===== config.mk =====
export PLATFORM = sky130hd
export DESIGN_NAME = greedy_wildcard_name_matcher_top
export DESIGN_NICKNAME = d
export VERILOG_FILES = /design/src/hw/rtl/gwnm_pkg.sv /design/src/hw/rtl/gwnm_step.sv /design/src/hw/rtl/greedy_wildcard_name_matcher_top.sv
export SDC_FILE = /design/constraint.sdc
export NUM_CORES = 1
export LEC_CHECK = 0
export ABC_AREA = 1
export CAP_MARGIN = 15
export CORE_MARGIN = 3
export CORE_UTILIZATION = 40
export DETAILED_ROUTE_END_ITERATION = 10
export DONT_BUFFER_PORTS = 1
export GPL_TIMING_DRIVEN = 0
export PLACE_DENSITY_LB_ADDON = 0.2
export SYNTH_ARGS = -nofsm -noshare
export SYNTH_HDL_FRONTEND = slang
export SYNTH_SLANG_ARGS = --single-unit

===== constraint.sdc =====
create_clock -name clk -period 5.8 [get_ports clk]
set_input_delay 0.58 -clock clk [delete_from_list [all_inputs] [get_ports clk]]
set_output_delay 0.58 -clock clk [all_outputs]
set_load 0.01 [all_outputs]

===== src/hw/rtl/gwnm_pkg.sv =====
// gwnm_pkg: shared types, character codes and helpers for the wildcard name matcher.
// Used by gwnm_step and greedy_wildcard_name_matcher_top. No dependencies.

package gwnm_pkg;

    localparam int MASK_MAX_DEF = 32;
    localparam int POS_W        = 6;   // holds a mask position up to 32
    localparam int CFG_IDX_W    = 3;
    localparam int CFG_DATA_W   = 64;

    localparam logic [7:0] CHAR_STAR  = 8'h2A;
    localparam logic [7:0] CHAR_QMARK = 8'h3F;
    localparam logic [7:0] CHAR_DOT   = 8'h2E;
    localparam logic [7:0] CHAR_LC_A  = 8'h61;
    localparam logic [7:0] CHAR_LC_Z  = 8'h7A;
    localparam logic [7:0] CASE_DIFF  = 8'h20;

    localparam logic [CFG_IDX_W-1:0] REG_MASK_LEN = 3'd4;

    typedef enum logic [1:0] {
        V_OPEN   = 2'd0,
        V_ACCEPT = 2'd1,
        V_REJECT = 2'd2
    } verdict_t;

    typedef struct packed {
        logic [POS_W-1:0] pos;
        logic             seek;
        verdict_t         verdict;
        logic             done;
    } step_res_t;

    function automatic logic [7:0] fold_case(input logic [7:0] c);
        logic [7:0] r;
        r = c;
        if (c >= CHAR_LC_A && c <= CHAR_LC_Z)
        begin
            r = c - CASE_DIFF;
        end
        return r;
    endfunction

endpackage


===== src/hw/rtl/gwnm_step.sv =====
// gwnm_step: one iteration of the greedy mask scan for one name character.
// Depends on gwnm_pkg.

module gwnm_step (
    input  logic [gwnm_pkg::POS_W-1:0] pos,
    input  logic                       seek,
    input  logic [gwnm_pkg::POS_W-1:0] len,
    input  logic [7:0]                 uc,
    input  logic [7:0]                 mchar,
    output gwnm_pkg::step_res_t        res
);

    logic                       pos_ge;
    logic [gwnm_pkg::POS_W-1:0] pos_inc;
    logic [7:0]                 mfold;

    assign pos_ge  = (pos >= len);
    assign pos_inc = pos + gwnm_pkg::POS_W'(1);
    assign mfold   = gwnm_pkg::fold_case(mchar);

    always_comb
    begin
        res.pos     = pos;
        res.seek    = seek;
        res.verdict = gwnm_pkg::V_OPEN;
        res.done    = 1'b1;
        if (seek && !pos_ge && (uc != mfold))
        begin
            // still skipping
            res.seek = 1'b1;
        end
        else
        begin
            res.seek = 1'b0;
            if (pos_ge)
            begin
                res.verdict = gwnm_pkg::V_REJECT;
            end
            else if (mchar == gwnm_pkg::CHAR_STAR)
            begin
                res.pos = pos_inc;
                if (pos_inc >= len)
                begin
                    res.verdict = gwnm_pkg::V_ACCEPT;
                end
                else
                begin
                    res.seek = 1'b1;
                    res.done = 1'b0;
                end
            end
            else if (mchar == gwnm_pkg::CHAR_QMARK)
            begin
                res.pos = pos_inc;
            end
            else if (mfold != uc)
            begin
                res.verdict = gwnm_pkg::V_REJECT;
            end
            else
            begin
                res.pos = pos_inc;
            end
        end
    end

endmodule


===== src/hw/rtl/greedy_wildcard_name_matcher_top.sv =====
// greedy_wildcard_name_matcher_top: case-insensitive greedy wildcard match of a file name.
// Depends on gwnm_pkg and gwnm_step.
//
// Usage:
//   Configure the mask through the cfg channel (index 0..3: mask bytes, low byte
//   first; index 4: mask length). cfg_ready is always high; write only while idle.
//   Stream a name one byte per input transaction (name_char, last_char). Only the
//   transaction with last_char set produces an output transaction carrying matched.
//   Timing: an input transaction while the verdict is open is accepted, then the
//   sequencer steps through the mask, one mask character per step through the shared
//   compare unit, until the byte is consumed; a name byte after the verdict is decided
//   is accepted with no step. The final byte then passes through the result state,
//   which registers matched and raises out_valid once the output register is free.
//   The effective mask length is registered, computed from the registered mask.
//   in_stall is high whenever the sequencer is not idle. The result sits in an
//   output register; the next name can stream in while it waits. If a new result
//   is ready while the previous is still stalled, the sequencer holds until
//   out_stall drops.
//   Reset clears the mask (empty mask, every name rejected) and the name state.

module greedy_wildcard_name_matcher_top #(
    parameter int MASK_MAX = gwnm_pkg::MASK_MAX_DEF
) (
    input  logic                            clk,
    input  logic                            rst_n,
    input  logic                            in_valid,
    output logic                            in_stall,
    input  logic [7:0]                      name_char,
    input  logic                            last_char,
    output logic                            out_valid,
    input  logic                            out_stall,
    output logic                            matched,
    input  logic                            cfg_valid,
    output logic                            cfg_ready,
    input  logic [gwnm_pkg::CFG_IDX_W-1:0]  cfg_index,
    input  logic [gwnm_pkg::CFG_DATA_W-1:0] cfg_data
);

    localparam int IDX_W = $clog2(MASK_MAX);
    localparam int POS_W = gwnm_pkg::POS_W;

    typedef enum logic [2:0] {
        ST_IDLE = 3'b001,
        ST_STEP = 3'b010,
        ST_FIN  = 3'b100
    } state_t;

    state_t              state_reg, state_next;
    logic [7:0]          mask_reg [MASK_MAX];
    logic [POS_W-1:0]    mask_len_reg;
    logic [POS_W-1:0]    eff_len_reg, eff_len_next;
    logic [POS_W-1:0]    pos_reg;
    logic                seek_reg;
    gwnm_pkg::verdict_t  verdict_reg;
    logic [1:0]          seen_reg;
    logic                dots_reg;
    logic [7:0]          uc_reg;
    logic                last_reg;
    logic                out_valid_reg;
    logic                matched_reg;

    logic                in_fire;
    logic                out_free;
    logic                sds;
    logic                result;
    logic [POS_W-1:0]    clamp_len;
    logic [7:0]          mchar;
    gwnm_pkg::step_res_t step;

    assign in_stall  = (state_reg != ST_IDLE);
    assign in_fire   = in_valid && !in_stall;
    assign cfg_ready = 1'b1;
    assign out_valid = out_valid_reg;
    assign matched   = matched_reg;
    assign out_free  = !out_valid_reg || !out_stall;

    // mask registers
    always_ff @(posedge clk or negedge rst_n)
    begin
        if (!rst_n)
        begin
            for (int b = 0; b < MASK_MAX; b++)
            begin
                mask_reg[b] <= 8'h00;
            end
            mask_len_reg <= '0;
        end
        else if (cfg_valid)
        begin
            for (int b = 0; b < MASK_MAX; b++)
            begin
                if (cfg_index == gwnm_pkg::CFG_IDX_W'(b / 8))
                begin
                    mask_reg[b] <= cfg_data[(b % 8) * 8 +: 8];
                end
            end
            if (cfg_index == gwnm_pkg::REG_MASK_LEN)
            begin
                mask_len_reg <= cfg_data[POS_W-1:0];
            end
        end
    end

    // effective length: clamp, then cut at first zero byte
    assign clamp_len = (mask_len_reg > POS_W'(MASK_MAX)) ? POS_W'(MASK_MAX) : mask_len_reg;

    always_comb
    begin
        eff_len_next = clamp_len;
        for (int i = MASK_MAX - 1; i >= 0; i--)
        begin
            if ((mask_reg[i] == 8'h00) && (POS_W'(i) < clamp_len))
            begin
                eff_len_next = POS_W'(i);
            end
        end
    end

    always_ff @(posedge clk or negedge rst_n)
    begin
        if (!rst_n)
        begin
            eff_len_reg <= '0;
        end
        else
        begin
            eff_len_reg <= eff_len_next;
        end
    end

    assign mchar = mask_reg[pos_reg[IDX_W-1:0]];

    gwnm_step u_step (
        .pos   (pos_reg),
        .seek  (seek_reg),
        .len   (eff_len_reg),
        .uc    (uc_reg),
        .mchar (mchar),
        .res   (step)
    );

    assign sds = (eff_len_reg == POS_W'(3)) &&
                 (mask_reg[0] == gwnm_pkg::CHAR_STAR) &&
                 (mask_reg[1] == gwnm_pkg::CHAR_DOT) &&
                 (mask_reg[2] == gwnm_pkg::CHAR_STAR);

    always_comb
    begin
        if (dots_reg && (seen_reg <= 2'd2))
            result = 1'b0;
        else if (sds)
            result = 1'b1;
        else if (verdict_reg == gwnm_pkg::V_ACCEPT)
            result = 1'b1;
        else if (verdict_reg == gwnm_pkg::V_REJECT)
            result = 1'b0;
        else if (seek_reg)
            result = 1'b0;
        else
            result = (pos_reg >= eff_len_reg);
    end

    always_comb
    begin
        state_next = state_reg;
        unique case (state_reg)
            ST_IDLE:
            begin
                if (in_fire)
                begin
                    if (verdict_reg == gwnm_pkg::V_OPEN)
                        state_next = ST_STEP;
                    else if (last_char)
                        state_next = ST_FIN;
                end
            end
            ST_STEP:
            begin
                if (step.done)
                    state_next = last_reg ? ST_FIN : ST_IDLE;
            end
            ST_FIN:
            begin
                if (out_free)
                    state_next = ST_IDLE;
            end
            default:
            begin
                state_next = ST_IDLE;
            end
        endcase
    end

    // sequencer and name state
    always_ff @(posedge clk or negedge rst_n)
    begin
        if (!rst_n)
        begin
            state_reg     <= ST_IDLE;
            pos_reg       <= '0;
            seek_reg      <= 1'b0;
            verdict_reg   <= gwnm_pkg::V_OPEN;
            seen_reg      <= 2'd0;
            dots_reg      <= 1'b1;
            out_valid_reg <= 1'b0;
        end
        else
        begin
            state_reg <= state_next;
            if (in_fire)
            begin
                if (seen_reg != 2'd3)
                    seen_reg <= seen_reg + 2'd1;
                if (name_char != gwnm_pkg::CHAR_DOT)
                    dots_reg <= 1'b0;
            end
            if (state_reg == ST_STEP)
            begin
                pos_reg     <= step.pos;
                seek_reg    <= step.seek;
                verdict_reg <= step.verdict;
            end
            if ((state_reg == ST_FIN) && out_free)
            begin
                out_valid_reg <= 1'b1;
                pos_reg       <= '0;
                seek_reg      <= 1'b0;
                verdict_reg   <= gwnm_pkg::V_OPEN;
                seen_reg      <= 2'd0;
                dots_reg      <= 1'b1;
            end
            else if (out_valid_reg && !out_stall)
            begin
                out_valid_reg <= 1'b0;
            end
        end
    end

    // transaction payload
    always_ff @(posedge clk)
    begin
        if (in_fire)
        begin
            uc_reg   <= gwnm_pkg::fold_case(name_char);
            last_reg <= last_char;
        end
        if ((state_reg == ST_FIN) && out_free)
            matched_reg <= result;
    end

    a_no_result_mid_name: assert property (@(posedge clk) disable iff (!rst_n)
        (in_fire && !last_char && !out_valid) |=> !out_valid)
        else $error("result produced for a non-final character");

    a_step_to_fin: assert property (@(posedge clk) disable iff (!rst_n)
        (state_reg == ST_STEP && step.done && last_reg) |=> (state_reg == ST_FIN))
        else $error("final character did not reach result stage");

    a_result_from_fin: assert property (@(posedge clk) disable iff (!rst_n)
        $rose(out_valid) |-> $past(state_reg == ST_FIN))
        else $error("output transaction raised outside result stage");

endmodule


Word level (Yosys, flattened, before mapping)
Cells that the tools add are included.
{"block": "totals", "reg_bits": 294, "latch_bits": 0, "mem_bits_rw": 0, "romBits": 0, "memories": 0}
{"block": "op_classes", "n_addsub": 4, "multipliers": 0, "div_mod_pow": 0, "order_cmp": 41, "n_eq_ne": 27, "shift": 0, "mux": 80, "bitwise_logic": 1, "n_reduce_logical": 96}
{"op": "8-bit zero test", "n": 32}
{"op": "6-bit two-way mux", "n": 39}
{"op": "5-bit by 6-bit < comparator with 1-bit output (first input constant)", "n": 16}
{"op": "4-bit by 6-bit < comparator with 1-bit output (first input constant)", "n": 8}
{"op": "1-bit logical AND", "n": 43}
{"op": "8-bit binary-select mux with 5-bit select", "n": 1}
{"op": "8-bit by 6-bit equality test with 1-bit output (second input constant)", "n": 5}
{"op": "8-bit two-way mux", "n": 4}
{"op": "3-bit by 6-bit < comparator with 1-bit output (first input constant)", "n": 4}
{"op": "3-bit two-way mux", "n": 7}
{"op": "1-bit two-way mux", "n": 18}
{"op": "2-bit two-way mux", "n": 9}
{"op": "8-bit by 7-bit greater-or-equal comparator with 1-bit output (second input constant)", "n": 2}
{"op": "8-bit by 7-bit less-or-equal comparator with 1-bit output (second input constant)", "n": 2}
{"op": "8-bit != test", "n": 2}
{"op": "8-bit by 6-bit subtractor with 8-bit output (second input constant)", "n": 2}
{"op": "2-bit AND reduction", "n": 7}
{"op": "6-bit greater-or-equal comparator", "n": 2}
{"op": "1-bit by 6-bit < comparator with 1-bit output (first input constant)", "n": 2}
{"op": "2-bit by 6-bit < comparator with 1-bit output (first input constant)", "n": 2}
{"op": "2-bit != test (second input constant)", "n": 6}
{"op": "2-bit nonzero test", "n": 5}
{"op": "3-bit by 2-bit equality test with 1-bit output (second input constant)", "n": 3}
{"op": "3-bit one-hot mux with 3 select lines", "n": 1}
{"op": "other kinds (21)", "n": 27}

Longest topological paths before layout
Gate-level depths: netlist of run 1.
{"block": "depth", "ltp_word": 36, "mapped_depth": 32}

Cells and area by module
Synthesis of run 1 repeated with hierarchy kept, for this count alone.
{"block": "hier_totals", "cells_unflattened": 1931, "hier_area_um2": 15202.1}
{"module": "greedy_wildcard_name_matcher_top", "n_inst": 1, "cells_per_inst": 1791, "area_per_inst_um2": 14412.6}
{"module": "gwnm_step", "n_inst": 1, "cells_per_inst": 140, "area_per_inst_um2": 789.5}

Worst setup path before layout of run 1
No wires, ideal clock.
{"block": "synth_timing", "path_type": "flip-flop to flip-flop", "startpoint": "register pos_reg[0]", "endpoint": "register pos_reg[2]", "setup_time_ns": 0.118, "arrival_time_ns": 2.548, "required_time_ns": 5.682, "path_slack_ns": 3.134, "path_stages_with_launch": 17, "synth_period_minus_slack_ns": 2.666, "cell_sequence": "dfrtp_1 > buf_6 > inv_6 > buf_6 > buf_4 > ha_1 > inv_1 > a21oi_1 > o21a_1 > o21a_1 > o21a_1 > o21ai_0 > nand2_1 > nor2_1 > nand3_4 > nand3_1 > nand2_1"}
{"block": "synth_between", "elab_chain_len": 11, "word_cells_on_any_way": 29, "classes_between": "2 x add/sub; 3 x order compare; 7 x eq/ne; 11 x mux; 1 x bitwise; 5 x reduce/logical"}
{"item": "start, declared", "line": "greedy_wildcard_name_matcher_top.sv:52", "source": "logic [POS_W-1:0] pos_reg;"}
{"item": "start signal, assigned", "line": "greedy_wildcard_name_matcher_top.sv:219", "source": "pos_reg <= step.pos;"}
{"item": "5-bit NOT with 6-bit output (not written as such)", "line": "greedy_wildcard_name_matcher_top.sv:131", "source": "assign mchar = mask_reg[pos_reg[IDX_W-1:0]];"}
{"item": "8-bit binary-select mux with 5-bit select", "line": "greedy_wildcard_name_matcher_top.sv:131"}
{"item": "8-bit two-way mux (not written as such) (2 in series)", "line": "greedy_wildcard_name_matcher_top.sv:131"}
{"item": "8-bit by 7-bit greater-or-equal comparator with 1-bit output (tied with other cells)", "line": "gwnm_pkg.sv:36", "source": "if (c >= CHAR_LC_A && c <= CHAR_LC_Z)"}
{"item": "1-bit logical AND or 6-bit two-way mux (tied branches)", "line": "gwnm_pkg.sv:36, gwnm_step.sv:52"}
{"item": "8-bit two-way mux or 6-bit two-way mux (tied branches)", "line": "gwnm_pkg.sv:36, gwnm_step.sv:39"}
{"item": "8-bit != test or 7-bit two-way mux (tied branches)", "line": "gwnm_step.sv:27, gwnm_step.sv:56, gwnm_step.sv:35"}
{"item": "1-bit logical AND or 6-bit two-way mux (tied branches)", "line": "gwnm_step.sv:27", "source": "if (seek && !pos_ge && (uc != mfold))"}
{"item": "2-bit != test (no line) or 6-bit two-way mux (tied branches)"}
{"item": "4-bit AND reduction (no line) or 6-bit two-way mux (tied branches)"}
Parallel ways exist; a longest one is shown, timed or not. The select of a mux whose other input is x is not followed.
A chain may end at the register's enable or synchronous reset.

Worst setup path after layout of run 1
{"block": "layout_timing", "startpoint": "register mask_len_reg[5]", "endpoint": "register eff_len_reg[5]"}
{"block": "layout_between", "elab_chain_len": 36, "word_cells_on_any_way": 98, "classes_between": "33 x order compare; 33 x mux; 32 x reduce/logical"}
{"item": "start, declared", "line": "greedy_wildcard_name_matcher_top.sv:50", "source": "logic [POS_W-1:0] mask_len_reg;"}
{"item": "start signal, assigned", "line": "greedy_wildcard_name_matcher_top.sv:99", "source": "mask_len_reg <= cfg_data[POS_W-1:0];"}
{"item": "6-bit > comparator", "line": "greedy_wildcard_name_matcher_top.sv:105", "source": "assign clamp_len = (mask_len_reg > POS_W'(MASK_MAX)) ? POS_W'(MASK_MAX) : mask_len_reg;"}
{"item": "6-bit two-way mux *", "line": "greedy_wildcard_name_matcher_top.sv:105"}
{"item": "5-bit by 6-bit < comparator with 1-bit output", "line": "greedy_wildcard_name_matcher_top.sv:112", "source": "if ((mask_reg[i] == 8'h00) && (POS_W'(i) < clamp_len))"}
{"item": "1-bit logical AND", "line": "greedy_wildcard_name_matcher_top.sv:112"}
{"item": "6-bit two-way mux (31 in series)", "line": "greedy_wildcard_name_matcher_top.sv:112"}
{"item": "6-bit two-way mux *", "line": "greedy_wildcard_name_matcher_top.sv:112"}
{"item": "net eff_len_next[5]", "line": "greedy_wildcard_name_matcher_top.sv:51", "source": "logic [POS_W-1:0] eff_len_reg, eff_len_next;"}
{"item": "end signal, assigned", "line": "greedy_wildcard_name_matcher_top.sv:127", "source": "eff_len_reg <= eff_len_next;"}
{"item": "end, declared", "line": "greedy_wildcard_name_matcher_top.sv:51"}
Mark *: on every way through the listed nets, which the timed path passes. The rest lies on a longest branch.

==> reports/results.txt, run 1 <==
GRT overflow - 0
Filler cells - 3,782
Yosys reg bits - 294
TritonCTS clock tree - yes
Setup CP Type - reg2reg
DP HPWL - 54,420 µm
Sink Count - 294
P_int - 4.745 mW
Min Hold Slack - -0.3024 ns
Syn Area/Cell - 7.900 µm²
Initial DRT Pass Iterations - 5
Buf/Inv on CP - 3
syn_nets - 2,025
clock buffer depth - 3
placed cell area - 15,850 µm²
total core area - 37,050 µm²
Crit Path Max Fanout - 10
critical path data arrival time - 4.36 ns
final slew viol count - 0
max frequency - 252.8 MHz
CP cell instances - buf_2, nor2_2, inv_1, nor2_1, nand2_1, a21oi_1, nor3_1, inv_1, nand2_1, nor2_1, nand3_1, or3_1, nor4_1
share of Yosys cell area claimed by the top area cell type - 0.4635
number of global-route vias before repair - 14,410
Worst-Margin Slew - 1.274 ns
Site Rows - 70
number of flops mapped to enable cells by yosys - 10
final setup fails - 0
fin crit period - 3.955 ns
failing checks - hold timing
Total Neg Setup Slack - 0 ns
total CTS buffers - 31
largest net degree at the start of global routing - 285
Total Nets Final - 2,059
Flop pwr share - 0.360
register area - 7410 µm²
Clock power frac - 0.238
first-pass GRT wire length - 100,700 µm
Area Overhead vs Synth - 11.12%
max_cap viols - 0
post-synthesis cell count - 1,927
Sw Share - 0.4450
DR WL/cell - 27.98 µm
Data required, critical path - 6.20 ns
Crit path largest cell delay - 0.66 ns
initial antenna violation count - 2
DRC - 0
worst vdd ir - 0.2545 mV
Psw - 3.804 mW
period utilization - 0.6820
# port buffers - 0
vias per cell - 6.010
Global Route Usage Sum - 0.3386
die area - 40,440 µm²
Area contributors post-synth - dfrtp_1 46%, o21ai_0 12%, nand2_1 9.9%, nor2_1 4.3%, inv_1 4.0%
crit start category - flop
Pwr Total - 8.549 mW
Worst-path clk slew - 0.06 ns
layout cell share with drive strength beyond 1 - 0.06354
Die Y - 201.1 µm
Largest register FFs - 256
RSZ-0062 raised after global routing - false
Skew-Pair Late Insertion Delay - 0.58 ns
total number of vias - 14,950
LEAKAGE - 7.953 nW
crit path capture type - flop
top_reg_cell synth - dfrtp_1
Placer Congestion - 1.039
status - finished, violations left
Seq/Total Area, Yosys - 0.4867
PwrDens - 505.3 nW/µm²
Core Util, Final - 0.4566
max_slew headroom - 0.1509
Root Driver - clkbuf_16
FFs w/ async S/R, synth - 0.9660
Logic pwr share - 0.402
Die X - 201.1 µm
Mapped Area - 15,220 µm²
area leader, netlist - dfrtp_1
kind of cell adding the most delay to the critical path - simple AND/OR/NAND/NOR gates
Hold Crit Class - in2async
# IOs - 85
Starting Density - 0.4109
Final ANT Viol Nets - 0
Final Hold Fails - 284
synth unique cells - 54
Setup Skew - 0.009110 ns
Finished Cell Area - 16,920 µm²
H-tree Lvls - 1
Starting DRT DRC Count - 1,541
WL final - 69,600 µm
Ys Warns - 0
Critical Path Slowest Stage Cell - nor4_1
multi-input logic area - 6606 µm²
## synth_stat cells (3+ instances only)
cell       count
or4_1          6
nand2_2        5
o21ai_0      377
o221ai_1       5
o2111ai_1      5
a21oi_1       40
edfxtp_1      10
o211ai_1      30
clkbuf_1      66
nand3b_1       3
a31oi_1        4
nor2_2         5
nor4_1        49
inv_1        162
nor2_1       174
ha_1          17
nand3_1       63
nor3_1        10
o22ai_1       42
buf_2         27
buf_6         13
o21ai_1       59
o21a_1         5
dfrtp_1      282
buf_4          5
xor2_1         7
inv_2          4
nand2_1      400
nand4_1       20
## layer usage
metal / vias up / wire length [µm] / global-route usage
met2: 750 / 31300 / 0.5327
li1: 6605 / - / -
met5: - / 15 / 0
met1: 7394 / 28780 / 0.4533
met4: 4 / 4410 / 0.1679
met3: 201 / 5099 / 0.05838
## stage by stage
step	worst slack, ns	cells	hold WS, ns
global route	1.803	2487	-0.3221
CTS	2.090	2486	-0.3232
global placement	2.011	2431	0.2965
detailed placement	2.123	2431	0.2972
finish	1.845	2488	-0.3024
floorplan	3.134	1927	0.2844
## cell families (layout without fill, tap and decap cells)
| kind of cell | count (synthesis) | in the layout | synth area share |
|---|---|---|---|
| fa+ha+maj | 17 | 17 | 0.01397 |
| simple gates | 744 | 744 | 0.2079 |
| buf+inv | 280 | 336 | 0.07931 |
| xor+xnor | 9 | 9 | 0.005178 |
| compound gates | 582 | 582 | 0.2066 |
| flops | 294 | 294 | 0.4867 |
| other cells | 1 | 2 | 0.0002463 |
## path summary, 6_finish.rpt
path	from	end	slack (ns)	depth (start not counted)
max	mask_len_reg[5]$_DFFE_PN0P_	eff_len_reg[5]$_DFF_PN0_	1.84	13
min	rst_n	mask_reg[54]$_DFFE_PN0P_	-0.30	0
max reg2reg	mask_len_reg[5]$_DFFE_PN0P_	eff_len_reg[5]$_DFF_PN0_	1.84	13
min reg2reg	dots_reg$_DFFE_PN1P_	dots_reg$_DFFE_PN1P_	0.47	2
max in group asynchronous	rst_n	mask_reg[154]$_DFFE_PN0P_	5.74	0
min in group clk	name_char[3]	uc_reg[3]$_DFFE_PP_	0.09	0
## layout make-up
type,instances,share of cell area
sequential,294,0.4380
multi-input combinational,1353,0.3905
clock buffer,44,0.05473
inverter,168,0.03757
tap,504,0.03728
buffer,112,0.03380
clock inverter,11,0.007027
timing repair buffer,1,0.0008876
antenna,1,0.0001479
## placed cells by master (no fill, tap or decap), drive strengths merged, types with 3 or more instances in the layout
cell / n
o21ai: 438
nand2: 406
dfrtp: 282
nor2: 179
inv: 168
clkbuf: 111
nand3: 65
nor4: 49
buf: 46
o22ai: 42
a21oi: 40
o211ai: 30
nand4: 20
ha: 17
nor3: 11
edfxtp: 10
clkinv: 8
xor2: 7
or4: 6
o21a: 6
o2111ai: 5
o221ai: 5
a31oi: 4
nand3b: 3
a2111oi: 3
## timing repair
action                                 CTS  global route
buffers inserted                         0             0
setup endpoints to repair                0             0
gates resized for setup                  0             0
endpoints found under the hold margin  284           284
## power groups by stage
stage | clock network (mW) | registers [mW] | logic (mW)
after floorplan | 0 | 2.76 | 2.18
after global placement | 0 | 3.08 | 3.30
after detailed placement | 0 | 3.08 | 3.32
after CTS | 2.08 | 3.05 | 3.33
after global routing | 2.15 | 3.09 | 3.71
final | 2.04 | 3.07 | 3.44
Power figures use the tool's default switching activity.
==> run 2, diff against run 1 <==
clock period = 3.3 ns   (was 5.8 ns; I/O delays follow)
==> reports/results.txt, run 2 (synthesized netlist as in run 1, its figures left out) <==
period utilization - 0.9774 (+0.2955)
Pwr Total - 16.44 mW (+92%)
number of global-route vias before repair - 14,830 (+3.0%)
Crit path largest cell delay - 0.44 ns (-0.22 ns)
commonest cells after routing, fill and taps aside - 394 x nand2_1, 352 x o21ai_0, 279 x dfrtp_1, 164 x nor2_1, 160 x inv_1
TritonCTS clock tree - yes
Sw Share - 0.4427 (-0.002227)
Reg-to-Reg Start - pos_reg[0]$_DFFE_PN0P_
Filler cells - 3,627 (-4.1%)
Worst-Margin Slew - 1.264 ns (-0.009355 ns)
Global Route Usage Sum - 0.3426 (+0.004029)
total core area - 37,050 µm² (unchanged)
cell mode on critical path - buf_12
Area Overhead vs Synth - 22.00%
max_cap viols - 0 (unchanged)
Hold Crit Class - in2async
status - finished, violations left
placed cell area - 15,850 µm² (unchanged)
kind of cell adding the most delay to the critical path - buffers and inverters
Final Hold Fails - 284 (unchanged)
Largest register FFs - 256 (unchanged)
critical path data arrival time - 3.70 ns (-0.66 ns)
R2R Setup Slk - 0.07 ns (-1.77 ns)
worst vdd ir - 0.4449 mV (+75%)
hold bufs inserted after CTS - 72
total CTS buffers - 31 (unchanged)
final slew viol count - 0 (unchanged)
Core Util, Final - 0.5013 (+0.04472)
Finished Cell Area - 18,570 µm² (+9.8%)
Sink Count - 294 (unchanged)
largest net degree at the start of global routing - 285 (unchanged)
Clock power frac - 0.218 (-0.020)
Total Nets Final - 2,160 (+4.9%)
Worst-path clk slew - 0.06 ns (about the same)
Data required, critical path - 3.77 ns (-2.43 ns)
CP cell instances - buf_12, buf_12, buf_12, buf_12, o21ai_1, o21ai_2, o211ai_1, nand3_1, o21ai_4, buf_4, inv_2, nor4_4, nand2_1, o41ai_1, inv_1, nand2_4, nand3_4, nand3_1, nand2_1
reg-to-reg endpoint - pos_reg[1]$_DFFE_PN0P_
DP HPWL - 54,420 µm (unchanged)
DRC - 0 (unchanged)
Logic pwr share - 0.452 (+0.050)
Placer Congestion - 1.039 (unchanged)
Ant. Diodes - 0 (-1)
failing checks - hold timing
die area - 40,440 µm² (unchanged)
Psw - 7.278 mW (+91%)
max frequency - 310.0 MHz (+23%)
Setup CP Type - reg2reg
Initial DRT Pass Iterations - 5 (unchanged)
# port buffers - 0 (unchanged)
Crit Path Max Fanout - 7 (-3)
first-pass GRT wire length - 102,100 µm (+1.5%)
final setup fails - 0 (unchanged)
H-tree Lvls - 1 (unchanged)
Starting DRT DRC Count - 1,542 (+0.065%)
WL final - 71,460 µm (+2.7%)
Final ANT Viol Nets - 0 (unchanged)
Critical Path Slowest Stage Cell - dfrtp_1
layout cell share with drive strength beyond 1 - 0.1099 (+0.04634)
P_int - 9.161 mW (+93%)
# IOs - 85 (unchanged)
Skew-Pair Late Insertion Delay - 0.59 ns (about the same)
vias per cell - 6.006 (about the same)
most common cell after layout, fill and taps aside - nand2_1
crit path capture type - flop
initial antenna violation count - 3 (+1)
dpl ws - -0.3771 ns (-2.500 ns)
Starting Density - 0.4109 (unchanged)
RSZ-0062 raised after global routing - true
total number of vias - 15,540 (+3.9%)
Reg2Reg Depth - 19 (+6)
LEAKAGE - 8.605 nW (+8.2%)
Min Hold Slack - -0.5531 ns (-0.2507 ns)
Root Driver - clkbuf_16
final setup margin - 0.07442 ns (-1.770 ns)
Die X - 201.1 µm (unchanged)
Site Rows - 70 (unchanged)
GRT overflow - 0 (unchanged)
DR WL/cell - 27.61 µm (-1.3%)
crit start category - flop
fin crit period - 3.226 ns (-0.7299 ns)
PwrDens - 885.1 nW/µm² (+75%)
Setup Skew - 0.01101 ns (+0.001896 ns)
Flop pwr share - 0.330 (-0.030)
Die Y - 201.1 µm (unchanged)
Buf/Inv on CP - 7 (+4)
clock buffer depth - 3 (unchanged)
max_slew headroom - 0.1572 (+0.006237)
==> run 2: per-layer routing <==
metal	wire, µm	global-route usage
met5	26	0
met4	4493	0.1661
met3	4961	0.05821
met2	32480	0.5458
met1	29490	0.4550
==> run 2: layout make-up <==
class | instances | area, µm² | area share
multi-input cells | 1353 | 7017 | 0.3778
repair buffers | 102 | 1091 | 0.05874
well taps | 504 | 630.6 | 0.03395
inverters | 168 | 643.1 | 0.03463
clock buffers | 44 | 925.9 | 0.04985
clock inverters | 11 | 118.9 | 0.006400
flip-flops and latches | 294 | 7413 | 0.3992
plain buffers | 111 | 724.4 | 0.03901
repair inverters | 1 | 8.758 | 0.0004716
==> run 2: worst reg2reg max path, cell delays in order (launching register included) <==
cell,delay [ns]
dfrtp_1,0.44
buf_12,0.18
buf_12,0.15
buf_12,0.15
buf_12,0.13
o21ai_1,0.23
o21ai_2,0.15
o211ai_1,0.19
nand3_1,0.15
o21ai_4,0.14
buf_4,0.15
inv_2,0.05
nor4_4,0.23
nand2_1,0.12
o41ai_1,0.09
inv_1,0.15
nand2_4,0.12
nand3_4,0.12
nand3_1,0.10
nand2_1,0.06
==> run 2: stage by stage <==
stage	TNS [ns]	std cells
after floorplan	0	1927
after global placement	-3.222	2431
after detailed placement	-2.750	2431
after CTS	0	2557
after global routing	-0.3231	2588
final	0	2588
==> run 2: power groups by stage <==
| stage | clock (mW) | combinational, mW | sequential [mW] |
|---|---|---|---|
| 6_report | 3.59 | 7.42 | 5.42 |
| 5_1_grt | 3.77 | 7.89 | 5.44 |
| 4_1_cts | 3.65 | 6.01 | 5.37 |
| 3_5_place_dp | 0 | 5.83 | 5.41 |
| 3_3_place_gp | 0 | 5.80 | 5.41 |
| 2_1_floorplan | 0 | 3.83 | 4.86 |
==> run 2: how the worst max path moves through the flow <==
stage / start / end / slack, ns / depth (start not counted)
after floorplan: pos_reg[0]$_DFFE_PN0P_ / pos_reg[2]$_DFFE_PN0P_ / 0.63 / 16
after global placement: mask_len_reg[5]$_DFFE_PN0P_ / eff_len_reg[5]$_DFF_PN0_ / -0.49 / 13
after detailed placement: mask_len_reg[5]$_DFFE_PN0P_ / eff_len_reg[5]$_DFF_PN0_ / -0.38 / 13
after CTS: pos_reg[0]$_DFFE_PN0P_ / pos_reg[2]$_DFFE_PN0P_ / 0.004 / 20
after global routing: pos_reg[0]$_DFFE_PN0P_ / pos_reg[4]$_DFFE_PN0P_ / -0.05 / 19
final: pos_reg[0]$_DFFE_PN0P_ / pos_reg[1]$_DFFE_PN0P_ / 0.07 / 19
==> run 2: what timing repair did <==
action | 4_1_cts | 5_1_grt
setup endpoints to repair | 14 | 16
gates resized for setup | 20 | 162
endpoints found under the hold margin | 493 | 284
pin swaps | 1 | 28
buffers inserted | 0 | 24
cloned | 0 | 6
==> run 3, diff against run 2 <==
MAX_ROUTING_LAYER = met4   (was unset)
PLACE_DENSITY_LB_ADDON = unset   (was 0.2)
==> reports/results.txt, run 3 (synthesized netlist as in run 1, its figures left out) <==
multi-input logic area - 7061 µm² (+0.62%)
Total Neg Setup Slack - -0.1004 ns (-0.1004 ns)
PwrDens - 894.6 nW/µm² (+1.1%)
Initial DRT Pass Iterations - 6 (+1)
clock buffer depth - 3 (unchanged)
CP startpoint - pos_reg[0]$_DFFE_PN0P_
Worst-Margin Slew - 1.089 ns (-0.1749 ns)
total number of vias - 15,280 (-1.7%)
max_slew headroom - 0.2737 (+0.1166)
cell mode on critical path - buf_12
critical path data arrival time - 3.81 ns (+0.11 ns)
GRT overflow - 0 (unchanged)
LEAKAGE - 8.422 nW (-2.1%)
Total Nets Final - 2,126 (-1.6%)
Starting Density - 0.4109 (unchanged)
placed cell area - 15,870 µm² (about the same)
# port buffers - 0 (unchanged)
Hold Crit Class - in2async
layout cell share with drive strength beyond 1 - 0.1048 (-0.005109)
Finished Cell Area - 18,230 µm² (-1.8%)
Root Driver - clkbuf_16
# IOs - 85 (unchanged)
Critical Path Slowest Stage Cell - dfrtp_2
Setup Skew - 0.01692 ns (+0.005913 ns)
Placer Congestion - 1.054 (+1.4%)
number of global-route vias before repair - 15,100 (+1.8%)
vias per cell - 5.974 (-0.53%)
Die X - 201.1 µm (unchanged)
Starting DRT DRC Count - 1,724 (+12%)
fin crit period - 3.329 ns (+0.1038 ns)
RSZ-0062 raised after global routing - true
H-tree Lvls - 1 (unchanged)
final slew viol count - 0 (unchanged)
Setup CP Type - reg2reg
die area - 40,440 µm² (unchanged)
commonest cells after routing, fill and taps aside - 394 x nand2_1, 351 x o21ai_0, 279 x dfrtp_1, 164 x nor2_1, 160 x inv_1
total core area - 37,050 µm² (unchanged)
Crit Path Max Fanout - 6 (-1)
register area - 7413 µm² (unchanged)
Sink Count - 294 (unchanged)
total CTS buffers - 31 (unchanged)
first-pass GRT wire length - 106,300 µm (+4.1%)
largest net degree at the start of global routing - 285 (unchanged)
crit start category - flop
Final Hold Fails - 284 (unchanged)
failing checks - hold timing, setup timing
initial antenna violation count - 1 (-2)
crit path capture type - flop
Site Rows - 70 (unchanged)
Skew-Pair Late Insertion Delay - 0.59 ns (about the same)
TritonCTS clock tree - yes
Min Hold Slack - -0.5634 ns (-0.01032 ns)
DP HPWL - 57,040 µm (+4.8%)
final setup margin - -0.02942 ns (-0.1038 ns)
most common cell after layout, fill and taps aside - nand2_1
CP cell instances - buf_12, clkinv_8, buf_12, buf_12, clkbuf_16, a21oi_1, o21ai_1, nand3_1, o211ai_1, nand3_2, o21ai_4, nor3_2, o21ai_1, inv_1, nand3_1, xor2_1, nand3_4, nand2_4, nand3_4, nand3_2, nand2_1
hold bufs inserted after CTS - 50 (-31%)
period utilization - 1.009 (+0.03147)
Area Overhead vs Synth - 19.76%
Worst-path clk slew - 0.06 ns (about the same)
Reg-to-Reg Start - pos_reg[0]$_DFFE_PN0P_
dpl ws - -0.4466 ns (-0.06956 ns)
DRC - 0 (unchanged)
max frequency - 300.4 MHz (-3.1%)
Global Route Usage Sum - 0.3710 (+0.02842)
Filler cells - 3,636 (+0.25%)
DR WL/cell - 29.19 µm (+5.7%)
max_cap viols - 0 (unchanged)
status - finished, violations left
WL final - 74,650 µm (+4.5%)
Largest register FFs - 256 (unchanged)
final setup fails - 6 (+6)
Data required, critical path - 3.78 ns (about the same)
Final ANT Viol Nets - 0 (unchanged)
Crit path largest cell delay - 0.45 ns (about the same)
worst vdd ir - 0.4633 mV (+4.1%)
Die Y - 201.1 µm (unchanged)
## run 3: changes by cell type in the layout (fill, tap and decap cells not counted), moves of 4 or more
| cell | change |
|---|---|
| dlygate4sd3_1 | -22 |
| nand3_2 | +4 |
| buf_6 | +6 |
| buf_4 | -13 |
| nand3_1 | -4 |
| clkbuf_1 | +7 |
## run 3: area by class of cell
type,count,share of cell area
Antenna cell,1,0.0001373
Buffer,112,0.04029
Clock buffer,48,0.04934
Clock inverter,9,0.005628
Inverter,168,0.03541
Multi-Input combinational cell,1353,0.3873
Sequential cell,294,0.4066
Tap cell,504,0.03459
Timing Repair Buffer,67,0.04022
Timing Repair inverter,1,0.0004804
## run 3: stage by stage
| stage | std cells | total power, mW | utilization |
|---|---|---|---|
| 2_1_floorplan | 1927 | 8.686 | - |
| 3_3_place_gp | 2431 | 11.41 | 0.4279 |
| 3_5_place_dp | 2432 | 11.44 | 0.4283 |
| 4_1_cts | 2541 | 15.27 | 0.4745 |
| 5_1_grt | 2556 | 16.98 | 0.4920 |
| 6_report | 2557 | 16.31 | 0.4921 |
## run 3: where the power goes
group          total [mW]  switching (mW)  leakage, nW  internal, mW
Combinational        7.34            4.85         4.27          2.49
Sequential           5.44            1.06         3.67          4.38
Clock                3.53            1.51        0.483          2.02
Total                16.3            7.42         8.42          8.89
## run 3: per-layer routing
metal  wire length, µm  GRT usage  vias to the layer above
li1                  -          -                     6739
met1             31270     0.4836                     7655
met2             34060     0.5784                      682
met3              4934    0.04767                      199
met4              4383     0.1726                        0
met5                 0          -                        -
## run 3: worst max-delay path, delay by kind of cell (launching register included)
kind                      cells  cell delay, ns
buffers and inverters         6            0.75
DFF                           1            0.45
xor gates and xnor gates      1            0.25
AOI/OAI and AO/OA             5            0.61
and+or+nand+nor               9            1.14
## run 3: final timing paths
| check | endpoint | cells after the start | slack (ns) |
|---|---|---|---|
| min in group clk | mask_reg[135]$_DFFE_PN0P_ | 2 | 0.01 |
| max in group asynchronous | mask_reg[217]$_DFFE_PN0P_ | 0 | 3.46 |
| setup / recovery | pos_reg[1]$_DFFE_PN0P_ | 21 | -0.03 |
| hold / removal | mask_reg[191]$_DFFE_PN0P_ | 0 | -0.56 |
| setup reg to reg | pos_reg[1]$_DFFE_PN0P_ | 21 | -0.03 |
| hold reg to reg | dots_reg$_DFFE_PN1P_ | 2 | 0.48 |
## run 3: what timing repair did
item	4_1_cts	5_1_grt
resized for setup	43	139
hold endpoints to repair	419	284
setup buffers	2	11
pin swaps	3	31
setup endpoints to repair	14	17
gates cloned	0	4
